## src/palette_gradient_entry_top_assert.svh

```systemverilog
// Assertion helpers for the palette gradient pipeline.
// Every check is gated off while rst_n is low.
`ifndef PALETTE_GRADIENT_ENTRY_TOP_ASSERT_SVH
`define PALETTE_GRADIENT_ENTRY_TOP_ASSERT_SVH
// Same-cycle implication.
`define PGE_ASSERT_IMP(lbl, ck, rn, ante, cons, msg) \
  lbl: assert property (@(posedge ck) disable iff (!rn) (ante) |-> (cons)) \
    else $error(msg);
// Next-cycle implication.
`define PGE_ASSERT_NXT(lbl, ck, rn, ante, cons, msg) \
  lbl: assert property (@(posedge ck) disable iff (!rn) (ante) |=> (cons)) \
    else $error(msg);
`endif

```

## src/pge_pkg.sv

```systemverilog
`timescale 1ns / 1ps
`default_nettype none
package pge_pkg;

  localparam int unsigned IDX_W      = 11;
  localparam int unsigned CNT_W      = 11;
  localparam int unsigned PAL_W      = 3;
  localparam int unsigned CH_W       = 8;
  localparam int unsigned CFG_IDX_W  = 1;
  localparam int unsigned CFG_DATA_W = 11;

  // Requested count saturates here before rounding.
  localparam int unsigned MAX_STEPS = 1024;
  localparam int unsigned CNT_MAX   = (1 << CNT_W) - 1;
  localparam logic [CNT_W-1:0] N_CAP =
    CNT_W'((MAX_STEPS < CNT_MAX) ? MAX_STEPS : CNT_MAX);
  localparam logic [CNT_W-1:0] CNT_RESET = 11'd256;

  localparam int unsigned SEG_W    = 3;
  localparam int unsigned MUL_W    = 14;  // up to six times the part size
  localparam int unsigned NUM_W    = 19;  // 255 * d, d < 2^11
  localparam int unsigned KEY_N    = 24;
  localparam int unsigned KEY_W    = 5;
  localparam logic [KEY_W-1:0] KEY_LAST = 5'd22;

  // ceil(n/K) for K = 5, 6 by reciprocal multiply; exact for x < 2^12
  localparam int unsigned X_W    = 12;
  localparam int unsigned RCP_W  = 18;
  localparam int unsigned RCP_SH = 20;
  localparam logic [RCP_W-1:0] RCP5 = 18'd209716;
  localparam logic [RCP_W-1:0] RCP6 = 18'd174763;

  localparam int unsigned DIV_BPS    = 2;
  localparam int unsigned DIV_STAGES = CH_W / DIV_BPS;

  typedef enum logic [PAL_W-1:0] {
    PAL_IRON        = 3'd0,
    PAL_RAINBOW     = 3'd1,
    PAL_RAINBOW2    = 3'd2,
    PAL_BLUE_RED    = 3'd3,
    PAL_BLACK_WHITE = 3'd4
  } palette_t;

  typedef enum logic [CFG_IDX_W-1:0] {
    REG_PALETTE_SELECT = 1'b0,
    REG_ENTRY_COUNT    = 1'b1
  } cfg_reg_t;

  typedef logic [2:0][CH_W-1:0] rgb_t;  // [2] red, [1] green, [0] blue

  typedef struct packed {
    logic [PAL_W-1:0] pal;
    logic [CNT_W-1:0] count;
  } cfg_t;

  typedef struct packed {
    logic [IDX_W-1:0] idx;
    logic [PAL_W-1:0] pal;
    logic             pal_ok;
    logic [CNT_W-1:0] part;
  } seg1_t;

  typedef struct packed {
    logic [PAL_W-1:0] pal;
    logic [SEG_W-1:0] seg;
    logic [CNT_W-1:0] s;
    logic [CNT_W-1:0] d;
    logic             in_range;
  } seg2_t;

  typedef struct packed {
    logic [2:0][NUM_W-1:0] num;
    logic [CNT_W-1:0]      d;
    rgb_t                  key_a;
    logic                  in_range;
  } num_t;

  typedef struct packed {
    logic [2:0][NUM_W-1:0] rem;
    rgb_t                  q;
    logic [CNT_W-1:0]      d;
    rgb_t                  key_a;
    logic                  in_range;
  } divst_t;

  typedef struct packed {
    rgb_t rgb;
    logic in_range;
  } res_t;

  // All key colors back to back, {red, green, blue}.
  localparam rgb_t KEY_RGB [KEY_N] = '{
    {8'h00, 8'h00, 8'h00}, {8'h20, 8'h00, 8'h8C}, {8'hCC, 8'h00, 8'h77},
    {8'hFF, 8'hD7, 8'h00}, {8'hFF, 8'hFF, 8'hFF},
    {8'd84, 8'd0, 8'd180}, {8'd0, 8'd97, 8'd211}, {8'd0, 8'd145, 8'd72},
    {8'd207, 8'd214, 8'd0}, {8'd231, 8'd108, 8'd0}, {8'd193, 8'd19, 8'd33},
    {8'd143, 8'd0, 8'd255}, {8'd75, 8'd0, 8'd130}, {8'd0, 8'd0, 8'd255},
    {8'd0, 8'd255, 8'd0}, {8'd255, 8'd255, 8'd0}, {8'd255, 8'd127, 8'd0},
    {8'd255, 8'd0, 8'd0},
    {8'h00, 8'h00, 8'hFF}, {8'hFF, 8'h00, 8'h00},
    {8'h00, 8'h00, 8'h00}, {8'hFF, 8'hFF, 8'hFF},
    {8'h00, 8'h00, 8'h00}, {8'h00, 8'h00, 8'h00}
  };

  function automatic logic [SEG_W-1:0] pal_segs(input logic [PAL_W-1:0] pal);
    logic [SEG_W-1:0] k;
    case (palette_t'(pal))
      PAL_IRON:        k = 3'd4;
      PAL_RAINBOW:     k = 3'd5;
      PAL_RAINBOW2:    k = 3'd6;
      PAL_BLUE_RED:    k = 3'd1;
      PAL_BLACK_WHITE: k = 3'd1;
      default:         k = 3'd0;
    endcase
    return k;
  endfunction

  function automatic logic [KEY_W-1:0] pal_first(input logic [PAL_W-1:0] pal);
    logic [KEY_W-1:0] f;
    case (palette_t'(pal))
      PAL_IRON:        f = 5'd0;
      PAL_RAINBOW:     f = 5'd5;
      PAL_RAINBOW2:    f = 5'd11;
      PAL_BLUE_RED:    f = 5'd18;
      PAL_BLACK_WHITE: f = 5'd20;
      default:         f = 5'd0;
    endcase
    return f;
  endfunction

endpackage
`default_nettype wire

```

## src/pge_if.sv

```systemverilog
`timescale 1ns / 1ps
`default_nettype none
interface pge_in_if import pge_pkg::*; ();
  logic             valid;
  logic             ready;
  logic [IDX_W-1:0] entry_index;

  modport source (output valid, output entry_index, input ready);
  modport sink   (input valid, input entry_index, output ready);
endinterface

interface pge_out_if import pge_pkg::*; ();
  logic            valid;
  logic            ready;
  logic [CH_W-1:0] red;
  logic [CH_W-1:0] green;
  logic [CH_W-1:0] blue;
  logic            in_range;

  modport source (output valid, output red, output green, output blue, output in_range,
                  input ready);
  modport sink   (input valid, input red, input green, input blue, input in_range,
                  output ready);
endinterface
`default_nettype wire

```

## src/palette_gradient_entry_top.sv

```systemverilog
`timescale 1ns / 1ps
`default_nettype none
// Palette gradient lookup: one color per entry index.
// in_ch carries entry_index; out_ch returns red, green, blue and in_range,
// one word per accepted index, in order. Both use valid/ready; a word moves
// on a clock edge with valid and ready high.
// cfg_we/cfg_index/cfg_data write palette_select (index 0) or entry_count
// (index 1); write only while no word is in flight.
// Throughput: one index per cycle while out_ch is not stalled. Registered
// steps from acceptance to out_ch.valid: part size, segment/offset, key
// lookup and blend numerator, then four stages of the 2-bit-per-stage
// divider, the last of which loads the output register.
// An index at or past the rounded count, or a palette number above 4,
// returns in_range 0 and black.
// Reset (rst_n low, synchronous) empties the pipeline and sets palette 0
// with 256 entries. When out_ch stalls, each stage holds its word and
// keeps accepting until the bubbles ahead of it are filled.
module palette_gradient_entry_top import pge_pkg::*; (
  input  wire logic                  clk,
  input  wire logic                  rst_n,
  pge_in_if.sink                     in_ch,
  pge_out_if.source                  out_ch,
  input  wire logic                  cfg_we,
  input  wire logic [CFG_IDX_W-1:0]  cfg_index,
  input  wire logic [CFG_DATA_W-1:0] cfg_data
);

  logic [PAL_W-1:0] pal_r;
  logic [CNT_W-1:0] count_r;
  cfg_t             cfg;

  logic  seg_valid, seg_ready;
  seg2_t seg_word;
  logic  num_valid, num_ready;
  num_t  num_word;
  res_t  res;

  always_ff @(posedge clk) begin
    if (!rst_n) begin
      pal_r   <= PAL_IRON;
      count_r <= CNT_RESET;
    end else if (cfg_we) begin
      unique case (cfg_reg_t'(cfg_index))
        REG_PALETTE_SELECT: pal_r   <= cfg_data[PAL_W-1:0];
        REG_ENTRY_COUNT:    count_r <= cfg_data[CNT_W-1:0];
      endcase
    end
  end

  assign cfg.pal   = pal_r;
  assign cfg.count = count_r;

  pge_seg_map u_seg_map (
    .clk       (clk),
    .rst_n     (rst_n),
    .cfg       (cfg),
    .in_valid  (in_ch.valid),
    .in_idx    (in_ch.entry_index),
    .in_ready  (in_ch.ready),
    .out_valid (seg_valid),
    .out_seg   (seg_word),
    .out_ready (seg_ready)
  );

  pge_blend u_blend (
    .clk       (clk),
    .rst_n     (rst_n),
    .in_valid  (seg_valid),
    .in_seg    (seg_word),
    .in_ready  (seg_ready),
    .out_valid (num_valid),
    .out_num   (num_word),
    .out_ready (num_ready)
  );

  pge_div u_div (
    .clk       (clk),
    .rst_n     (rst_n),
    .in_valid  (num_valid),
    .in_num    (num_word),
    .in_ready  (num_ready),
    .out_valid (out_ch.valid),
    .out_res   (res),
    .out_ready (out_ch.ready)
  );

  assign out_ch.red      = res.rgb[2];
  assign out_ch.green    = res.rgb[1];
  assign out_ch.blue     = res.rgb[0];
  assign out_ch.in_range = res.in_range;

endmodule
`default_nettype wire

```

## src/pge_seg_map.sv

```systemverilog
`timescale 1ns / 1ps
`default_nettype none
`include "palette_gradient_entry_top_assert.svh"
module pge_seg_map import pge_pkg::*; (
  input  wire logic             clk,
  input  wire logic             rst_n,
  input  wire cfg_t             cfg,
  input  wire logic             in_valid,
  input  wire logic [IDX_W-1:0] in_idx,
  output logic                  in_ready,
  output logic                  out_valid,
  output seg2_t                 out_seg,
  input  wire logic             out_ready
);

  // stage 1: part size = ceil(n/K)
  logic [CNT_W-1:0]       n;
  logic [X_W-1:0]         x4, x5, x6;
  logic [X_W+RCP_W-1:0]   p5, p6;
  seg1_t                  s1_nxt, s1_r;
  logic                   s1_v_r;

  // stage 2: segment number and offset inside it
  logic [MUL_W-1:0] pt, id, m2, m3, m4, m5, m6, rounded, base_m;
  seg2_t            s2_nxt, s2_r;
  logic             s2_v_r;

  logic adv1, adv2;

  assign adv2     = !s2_v_r || out_ready;
  assign adv1     = !s1_v_r || adv2;
  assign in_ready = adv1;

  always_comb begin
    n  = (cfg.count > N_CAP) ? N_CAP : cfg.count;
    x4 = X_W'(n) + X_W'(3);
    x5 = X_W'(n) + X_W'(4);
    x6 = X_W'(n) + X_W'(5);
    p5 = x5 * RCP5;
    p6 = x6 * RCP6;
    s1_nxt.idx    = in_idx;
    s1_nxt.pal    = cfg.pal;
    s1_nxt.pal_ok = 1'b1;
    unique case (palette_t'(cfg.pal))
      PAL_IRON:        s1_nxt.part = CNT_W'(x4 >> 2);
      PAL_RAINBOW:     s1_nxt.part = CNT_W'(p5[X_W+RCP_W-1:RCP_SH]);
      PAL_RAINBOW2:    s1_nxt.part = CNT_W'(p6[X_W+RCP_W-1:RCP_SH]);
      PAL_BLUE_RED,
      PAL_BLACK_WHITE: s1_nxt.part = n;
      default: begin
        s1_nxt.part   = '0;
        s1_nxt.pal_ok = 1'b0;
      end
    endcase
  end

  always_ff @(posedge clk) begin
    if (!rst_n) begin
      s1_v_r <= 1'b0;
    end else if (adv1) begin
      s1_v_r <= in_valid;
    end
  end

  always_ff @(posedge clk) begin
    if (adv1 && in_valid) begin
      s1_r <= s1_nxt;
    end
  end

  always_comb begin
    pt = MUL_W'(s1_r.part);
    id = MUL_W'(s1_r.idx);
    m2 = pt << 1;
    m3 = m2 + pt;
    m4 = pt << 2;
    m5 = m4 + pt;
    m6 = m4 + m2;
    unique case (palette_t'(s1_r.pal))
      PAL_IRON:     rounded = m4;
      PAL_RAINBOW:  rounded = m5;
      PAL_RAINBOW2: rounded = m6;
      default:      rounded = pt;
    endcase
    // idx < K*part when in range, so seg never reaches K
    priority if (id >= m5) begin
      s2_nxt.seg = 3'd5;
      base_m     = m5;
    end else if (id >= m4) begin
      s2_nxt.seg = 3'd4;
      base_m     = m4;
    end else if (id >= m3) begin
      s2_nxt.seg = 3'd3;
      base_m     = m3;
    end else if (id >= m2) begin
      s2_nxt.seg = 3'd2;
      base_m     = m2;
    end else if (id >= pt) begin
      s2_nxt.seg = 3'd1;
      base_m     = pt;
    end else begin
      s2_nxt.seg = 3'd0;
      base_m     = '0;
    end
    s2_nxt.pal      = s1_r.pal;
    s2_nxt.s        = CNT_W'(id - base_m);
    s2_nxt.d        = s1_r.part - CNT_W'(1);
    s2_nxt.in_range = s1_r.pal_ok && (id < rounded);
  end

  always_ff @(posedge clk) begin
    if (!rst_n) begin
      s2_v_r <= 1'b0;
    end else if (adv2) begin
      s2_v_r <= s1_v_r;
    end
  end

  always_ff @(posedge clk) begin
    if (adv2 && s1_v_r) begin
      s2_r <= s2_nxt;
    end
  end

  assign out_valid = s2_v_r;
  assign out_seg   = s2_r;

  `PGE_ASSERT_IMP(a_offset_in_part, clk, rst_n, s2_v_r && s2_r.in_range, s2_r.s <= s2_r.d, "offset past end of part")
  `PGE_ASSERT_IMP(a_seg_in_palette, clk, rst_n, s2_v_r && s2_r.in_range, s2_r.seg < pal_segs(s2_r.pal), "segment beyond palette")
  `PGE_ASSERT_NXT(a_stall_holds, clk, rst_n, s2_v_r && !out_ready, s2_v_r && $stable(s2_r), "stalled word changed")

endmodule
`default_nettype wire

```

## src/pge_blend.sv

```systemverilog
`timescale 1ns / 1ps
`default_nettype none
module pge_blend import pge_pkg::*; (
  input  wire logic  clk,
  input  wire logic  rst_n,
  input  wire logic  in_valid,
  input  wire seg2_t in_seg,
  output logic       in_ready,
  output logic       out_valid,
  output num_t       out_num,
  input  wire logic  out_ready
);

  logic [KEY_W-1:0] base_w, base;
  rgb_t             ka, kb;
  logic [CNT_W-1:0] ds;
  logic [2:0][NUM_W-1:0] pa, pb;
  num_t             num_nxt, num_r;
  logic             v_r;
  logic             adv;

  assign adv      = !v_r || out_ready;
  assign in_ready = adv;

  always_comb begin
    base_w = pal_first(in_seg.pal) + KEY_W'(in_seg.seg);
    base   = (base_w > KEY_LAST) ? KEY_LAST : base_w;
    ka     = KEY_RGB[base];
    kb     = KEY_RGB[KEY_W'(base + KEY_W'(1))];
    ds     = in_seg.d - in_seg.s;
    for (int c = 0; c < 3; c++) begin
      // a*(d-s) + b*s, at most 255*d
      pa[c] = NUM_W'(ka[c]) * NUM_W'(ds);
      pb[c] = NUM_W'(kb[c]) * NUM_W'(in_seg.s);
      num_nxt.num[c] = pa[c] + pb[c];
    end
    num_nxt.d        = in_seg.d;
    num_nxt.key_a    = ka;
    num_nxt.in_range = in_seg.in_range;
  end

  always_ff @(posedge clk) begin
    if (!rst_n) begin
      v_r <= 1'b0;
    end else if (adv) begin
      v_r <= in_valid;
    end
  end

  always_ff @(posedge clk) begin
    if (adv && in_valid) begin
      num_r <= num_nxt;
    end
  end

  assign out_valid = v_r;
  assign out_num   = num_r;

endmodule
`default_nettype wire

```

## src/pge_div.sv

```systemverilog
`timescale 1ns / 1ps
`default_nettype none
`include "palette_gradient_entry_top_assert.svh"
module pge_div import pge_pkg::*; (
  input  wire logic clk,
  input  wire logic rst_n,
  input  wire logic in_valid,
  input  wire num_t in_num,
  output logic      in_ready,
  output logic      out_valid,
  output res_t      out_res,
  input  wire logic out_ready
);

  // Restoring division, DIV_BPS quotient bits per stage; the last stage
  // also selects the color and loads the output register.
  localparam int unsigned NREG = DIV_STAGES - 1;

  function automatic divst_t div_steps(input divst_t x, input int unsigned hi);
    divst_t           y;
    logic [NUM_W-1:0] trial;
    logic             ge;
    y = x;
    for (int j = 0; j < DIV_BPS; j++) begin
      for (int c = 0; c < 3; c++) begin
        trial = NUM_W'(y.d) << (hi - j);
        ge    = (y.rem[c] >= trial);
        if (ge) begin
          y.rem[c] = y.rem[c] - trial;
        end
        y.q[c] = {y.q[c][CH_W-2:0], ge};
      end
    end
    return y;
  endfunction

  divst_t first_in;
  divst_t st_nxt [DIV_STAGES];
  divst_t st_r   [NREG];
  logic   v_r    [NREG];
  logic   up_v   [NREG+1];
  logic   adv    [NREG+1];
  divst_t fin;
  res_t   res_nxt, out_res_r;
  logic   out_valid_r;

  always_comb begin
    first_in.rem      = in_num.num;
    first_in.q        = '0;
    first_in.d        = in_num.d;
    first_in.key_a    = in_num.key_a;
    first_in.in_range = in_num.in_range;
  end

  assign up_v[0]    = in_valid;
  assign adv[NREG]  = !out_valid_r || out_ready;
  assign in_ready   = adv[0];

  for (genvar g = 0; g < DIV_STAGES; g++) begin : g_step
    if (g == 0) begin : g_first
      assign st_nxt[g] = div_steps(first_in, CH_W - 1);
    end else begin : g_next
      assign st_nxt[g] = div_steps(st_r[g-1], CH_W - 1 - g * DIV_BPS);
    end
  end

  for (genvar g = 0; g < NREG; g++) begin : g_reg
    assign adv[g]    = !v_r[g] || adv[g+1];
    assign up_v[g+1] = v_r[g];

    always_ff @(posedge clk) begin
      if (!rst_n) begin
        v_r[g] <= 1'b0;
      end else if (adv[g]) begin
        v_r[g] <= up_v[g];
      end
    end

    always_ff @(posedge clk) begin
      if (adv[g] && up_v[g]) begin
        st_r[g] <= st_nxt[g];
      end
    end
  end

  assign fin = st_nxt[DIV_STAGES-1];

  always_comb begin
    for (int c = 0; c < 3; c++) begin
      if (!fin.in_range) begin
        res_nxt.rgb[c] = '0;
      end else if (fin.d == '0) begin
        res_nxt.rgb[c] = fin.key_a[c];
      end else begin
        res_nxt.rgb[c] = fin.q[c];
      end
    end
    res_nxt.in_range = fin.in_range;
  end

  always_ff @(posedge clk) begin
    if (!rst_n) begin
      out_valid_r <= 1'b0;
    end else if (adv[NREG]) begin
      out_valid_r <= up_v[NREG];
    end
  end

  always_ff @(posedge clk) begin
    if (adv[NREG] && up_v[NREG]) begin
      out_res_r <= res_nxt;
    end
  end

  assign out_valid = out_valid_r;
  assign out_res   = out_res_r;

  // after the first stage the partial remainder is below d << (bits left)
  `PGE_ASSERT_IMP(a_rem_bound, clk, rst_n, v_r[0] && st_r[0].in_range && (st_r[0].d != '0), (st_r[0].rem[0] < (NUM_W'(st_r[0].d) << (CH_W - DIV_BPS))) && (st_r[0].rem[1] < (NUM_W'(st_r[0].d) << (CH_W - DIV_BPS))) && (st_r[0].rem[2] < (NUM_W'(st_r[0].d) << (CH_W - DIV_BPS))), "partial remainder too large")
  `PGE_ASSERT_IMP(a_out_of_range_black, clk, rst_n, out_valid_r && !out_res_r.in_range, out_res_r.rgb == '0, "out-of-range word has color")

endmodule
`default_nettype wire
```

## src/flat_wrapper.sv

```systemverilog
// flat-port wrapper written by rule: the top's interface ports become plain ports
module palette_gradient_entry_top_flat import pge_pkg::*;
  (clk, rst_n, cfg_we, cfg_index, cfg_data, in_ch_valid, in_ch_entry_index, in_ch_ready, out_ch_valid, out_ch_red, out_ch_green, out_ch_blue, out_ch_in_range, out_ch_ready);
  pge_in_if in_ch_i ();
  pge_out_if out_ch_i ();
  input  wire logic clk;
  input  wire logic rst_n;
  input  wire logic cfg_we;
  input  wire logic [CFG_IDX_W-1:0] cfg_index;
  input  wire logic [CFG_DATA_W-1:0] cfg_data;
  input wire logic [$bits(in_ch_i.valid)-1:0] in_ch_valid;
  input wire logic [$bits(in_ch_i.entry_index)-1:0] in_ch_entry_index;
  output wire logic [$bits(in_ch_i.ready)-1:0] in_ch_ready;
  output wire logic [$bits(out_ch_i.valid)-1:0] out_ch_valid;
  output wire logic [$bits(out_ch_i.red)-1:0] out_ch_red;
  output wire logic [$bits(out_ch_i.green)-1:0] out_ch_green;
  output wire logic [$bits(out_ch_i.blue)-1:0] out_ch_blue;
  output wire logic [$bits(out_ch_i.in_range)-1:0] out_ch_in_range;
  input wire logic [$bits(out_ch_i.ready)-1:0] out_ch_ready;
  assign in_ch_i.valid = in_ch_valid;
  assign in_ch_i.entry_index = in_ch_entry_index;
  assign in_ch_ready = in_ch_i.ready;
  assign out_ch_valid = out_ch_i.valid;
  assign out_ch_red = out_ch_i.red;
  assign out_ch_green = out_ch_i.green;
  assign out_ch_blue = out_ch_i.blue;
  assign out_ch_in_range = out_ch_i.in_range;
  assign out_ch_i.ready = out_ch_ready;
  palette_gradient_entry_top u_core (.clk(clk), .rst_n(rst_n), .in_ch(in_ch_i), .out_ch(out_ch_i), .cfg_we(cfg_we), .cfg_index(cfg_index), .cfg_data(cfg_data));
endmodule
```

## config.mk

```make
export PLATFORM = sky130hd
export DESIGN_NAME = palette_gradient_entry_top_flat
export DESIGN_NICKNAME = d
export VERILOG_FILES = /design/src/pge_pkg.sv /design/src/pge_if.sv /design/src/palette_gradient_entry_top.sv /design/src/pge_seg_map.sv /design/src/pge_blend.sv /design/src/pge_div.sv /design/src/flat_wrapper.sv
export VERILOG_INCLUDE_DIRS = /design/src /design/src/src
export SDC_FILE = /design/constraint.sdc
export NUM_CORES = 2
export LEC_CHECK = 0
export CELL_PAD_IN_SITES_DETAIL_PLACEMENT = 0
export CELL_PAD_IN_SITES_GLOBAL_PLACEMENT = 1
export CORE_UTILIZATION = 40
export DETAILED_ROUTE_END_ITERATION = 8
export DONT_BUFFER_PORTS = 1
export GPL_TIMING_DRIVEN = 0
export PLACE_DENSITY = 0.76
export SETUP_SLACK_MARGIN = 0.1
export SYNTH_ARGS = -nofsm -noshare
export SYNTH_HDL_FRONTEND = slang
export SYNTH_SLANG_ARGS = --single-unit
```

## constraint.sdc

```tcl
create_clock -name clk -period 28.4 [get_ports clk]
set_input_delay 2.84 -clock clk [delete_from_list [all_inputs] [get_ports clk]]
set_output_delay 2.84 -clock clk [all_outputs]
set_load 0.01 [all_outputs]
```

==> qor.yml <==
worst_pin_slew_ps: 1446
crit_top_cell: "fa_1"
max_freq_mhz: 83.61
nets: 7614
final-hold-violation-count: 0
use_met2_pct: 36.35
drt-total-wl_um: 166100
required_ps: 28770
synth_top_area_cell: "edfxtp_1"
cts_hold_buf: 0
synth_ff_type: "edfxtp_1"
clk_pin_slew_ps: 60
numCtsBuffers: 57
grtUsageTotal_pct: 22.18
dr.pass1.iters: 6
synth-compound-area-share_pct: 12.49
crit_path_end_kind: "flip-flop"
clock-sinks: 509
hold_class: "reg2reg"
muxShareOfSynthArea_pct: 2.460
gp_congestion: 0.9505
core_um2: 146300
cpMaxStageDelayCell: "a31oi_1"
synth-adder-area-share_pct: 33.48
htreeDepth: 2
grt_use_met3_pct: 3.004
status: "complete, no violations"
finalMaxSlewViolations: 0
grt_pass1_wl_um: 260400
cp.arrival_ps: 12330
grt_pass1_vias: 44930
rsz0062_at_grt: "false"
slowest_delay_ps: 740
drive_above_1_share_pct: 4.224
clockBufferDepth: 3
drt-initial-drc-count: 2947
wl_per_cell_um: 20.04
die_h_um: 386.7
post_cts_buffers: 0
relSlewSlack_pct: 2.911
grt_max_degree: 69
root_buffer: "clkbuf_16"
synth_cell_type_count: 92
routed_via_density: 5.389
setup_tns_ps: 0
cap_violations: 0
ant_nets: 0
setup_violations: 0
ios: 55
synth-seq-area-share_pct: 25.49
initial_core_util_pct: 40.48
ys_ff_latch: 509
synth_area_um2: 59210
period_needed_ps: 11960
drc: 0
path_class: "reg2reg"
fin_crit_sh_pct: 42.12
synthArstFlopShare_pct: 0
synth_area_leaders: "edfxtp_1 (25%), fa_1 (18%), ha_1 (16%), inv_1 (5.4%), nand2_1 (3.7%)"
r2r_slack_ps: 16440
met1_usage_pct: 29.81
postSynthCellCount: 6244
synth_edf_count: 490
clkLatencyLatePin_ps: 690
cp-start-kind: "flip-flop"
grt-busiest-layer: "met2"
area_growth_pct: 7.775
synth_xor_area_share_pct: 4.882
dieArea_um2: 149600
portBuffers: 0
grt_overflow: 0
antenna_found_initial: 3
final_util_pct: 43.63
yosysWarnings: 0
fin_skew_ps: 52.96
yosysTopAreaCellShare_pct: 24.85
post_cts_resized: 0
synth_top_family_by_area: "adder cells"
yosys.area_share.simple_pct: 14.61
die_w_um: 386.7
cts_tree: "built"
fp-row-count: 140
vias: 44660
path_max_fanout: 10
postSynthAreaPerCell_um2: 9.482
place_hpwl_um: 136000
-- metrics by stage --
stage,setup slack (ps),cells,hold WS [ps],instance area [um^2]
2_1_floorplan,17660,6249,400.3,59230
3_3_place_gp,14790,8166,403.1,61620
3_5_place_dp,16800,8177,404.5,61910
4_1_cts,16740,8285,361.0,63800
5_1_grt,15840,8285,386.9,63800
6_report,16440,8287,380.5,63810
-- kinds of logic after synthesis --
logic type      after synthesis
simple gates               1785
fa+ha+maj                  1267
compound gates             1188
flops                       509
xor+xnor                    330
mux                         134
other cells                   1
buf+inv                    1030
-- worst paths after layout --
kind,startpoint,end,cells after the start
worst max-delay path,u_core.u_seg_map.out_seg[26],u_core.u_blend.out_num[90],36
worst min-delay path,u_core.u_div.st_r[0][172],u_core.u_div.st_r[0][291],0
worst max register to register,u_core.u_seg_map.out_seg[26],u_core.u_blend.out_num[90],36
worst min register to register,u_core.u_div.st_r[0][172],u_core.u_div.st_r[0][291],0
-- sequential cells by signal, summed over array words and instances, names as in the netlist, 4 cells and up --
register                  flops
u_core.count_r               11
u_core.u_blend.out_num       93
u_core.u_div.out_res         25
u_core.u_div.st_r           315
u_core.u_seg_map.id          11
u_core.u_seg_map.m2          11
u_core.u_seg_map.out_seg     29
u_core.u_seg_map.s1_r         4
-- cell usage after synthesis (62+ instances only) --
cell / count
nor2_1: 400
nand3_1: 93
nor2b_1: 95
edfxtp_1: 490
xnor2_1: 226
inv_1: 845
and3_1: 62
ha_1: 738
mux2_2: 90
xor2_1: 104
and2_1: 197
a21o_1: 133
nand2_1: 576
nor3_1: 102
o21ai_0: 279
clkbuf_1: 157
fa_1: 529
a21oi_1: 376
-- critical path, delay by kind of cell, from the launching register on --
kind	cells	cell delay (ps)
AOI/OAI and AO/OA	10	3110
xor gates and xnor gates	2	510
adders and majority gates	10	4350
buffers and inverters	7	1570
DFF	1	470
and+or+nand+nor	7	1610
-- final cells by class --
class                   count  area, um^2
diodes                      2       5.005
plain buffers             182       710.7
clock buffers              67        1464
clock inverters            41       424.2
fillers                 14070       82460
inverters                 848        3183
multi-input cells        4710       40310
flip-flops and latches    509       15090
well taps                1917        2399
repair buffers             11       222.7
-- placed cells by master, fill, tap and decap left out, types with 37 or more instances in the layout --
cell	instances
clkbuf_16	57
mux2_2	90
mux2i_1	42
nor3_1	101
nand2b_1	58
a31oi_1	37
inv_1	845
xnor2_1	225
fa_1	529
ha_1	738
xor2_1	103
clkbuf_1	167
edfxtp_1	490
a21o_1	133
and3_1	62
a21boi_0	56
o21ai_0	278
nor2_1	400
o21a_1	51
a21oi_1	375
nand3_1	93
and2_1	196
nand2_1	576
nor2b_1	91
nand4_1	56
-- metal layers --
layer / vias up / share of wire, %
li1: 21540 / -
met4: 4 / 4.2
met1: 21620 / 44
met5: - / 0.016
met3: 294 / 5.7
met2: 1202 / 46
Power is not shown: default switching activity piles up to over one toggle a cycle in this logic, so the estimate is an artifact.
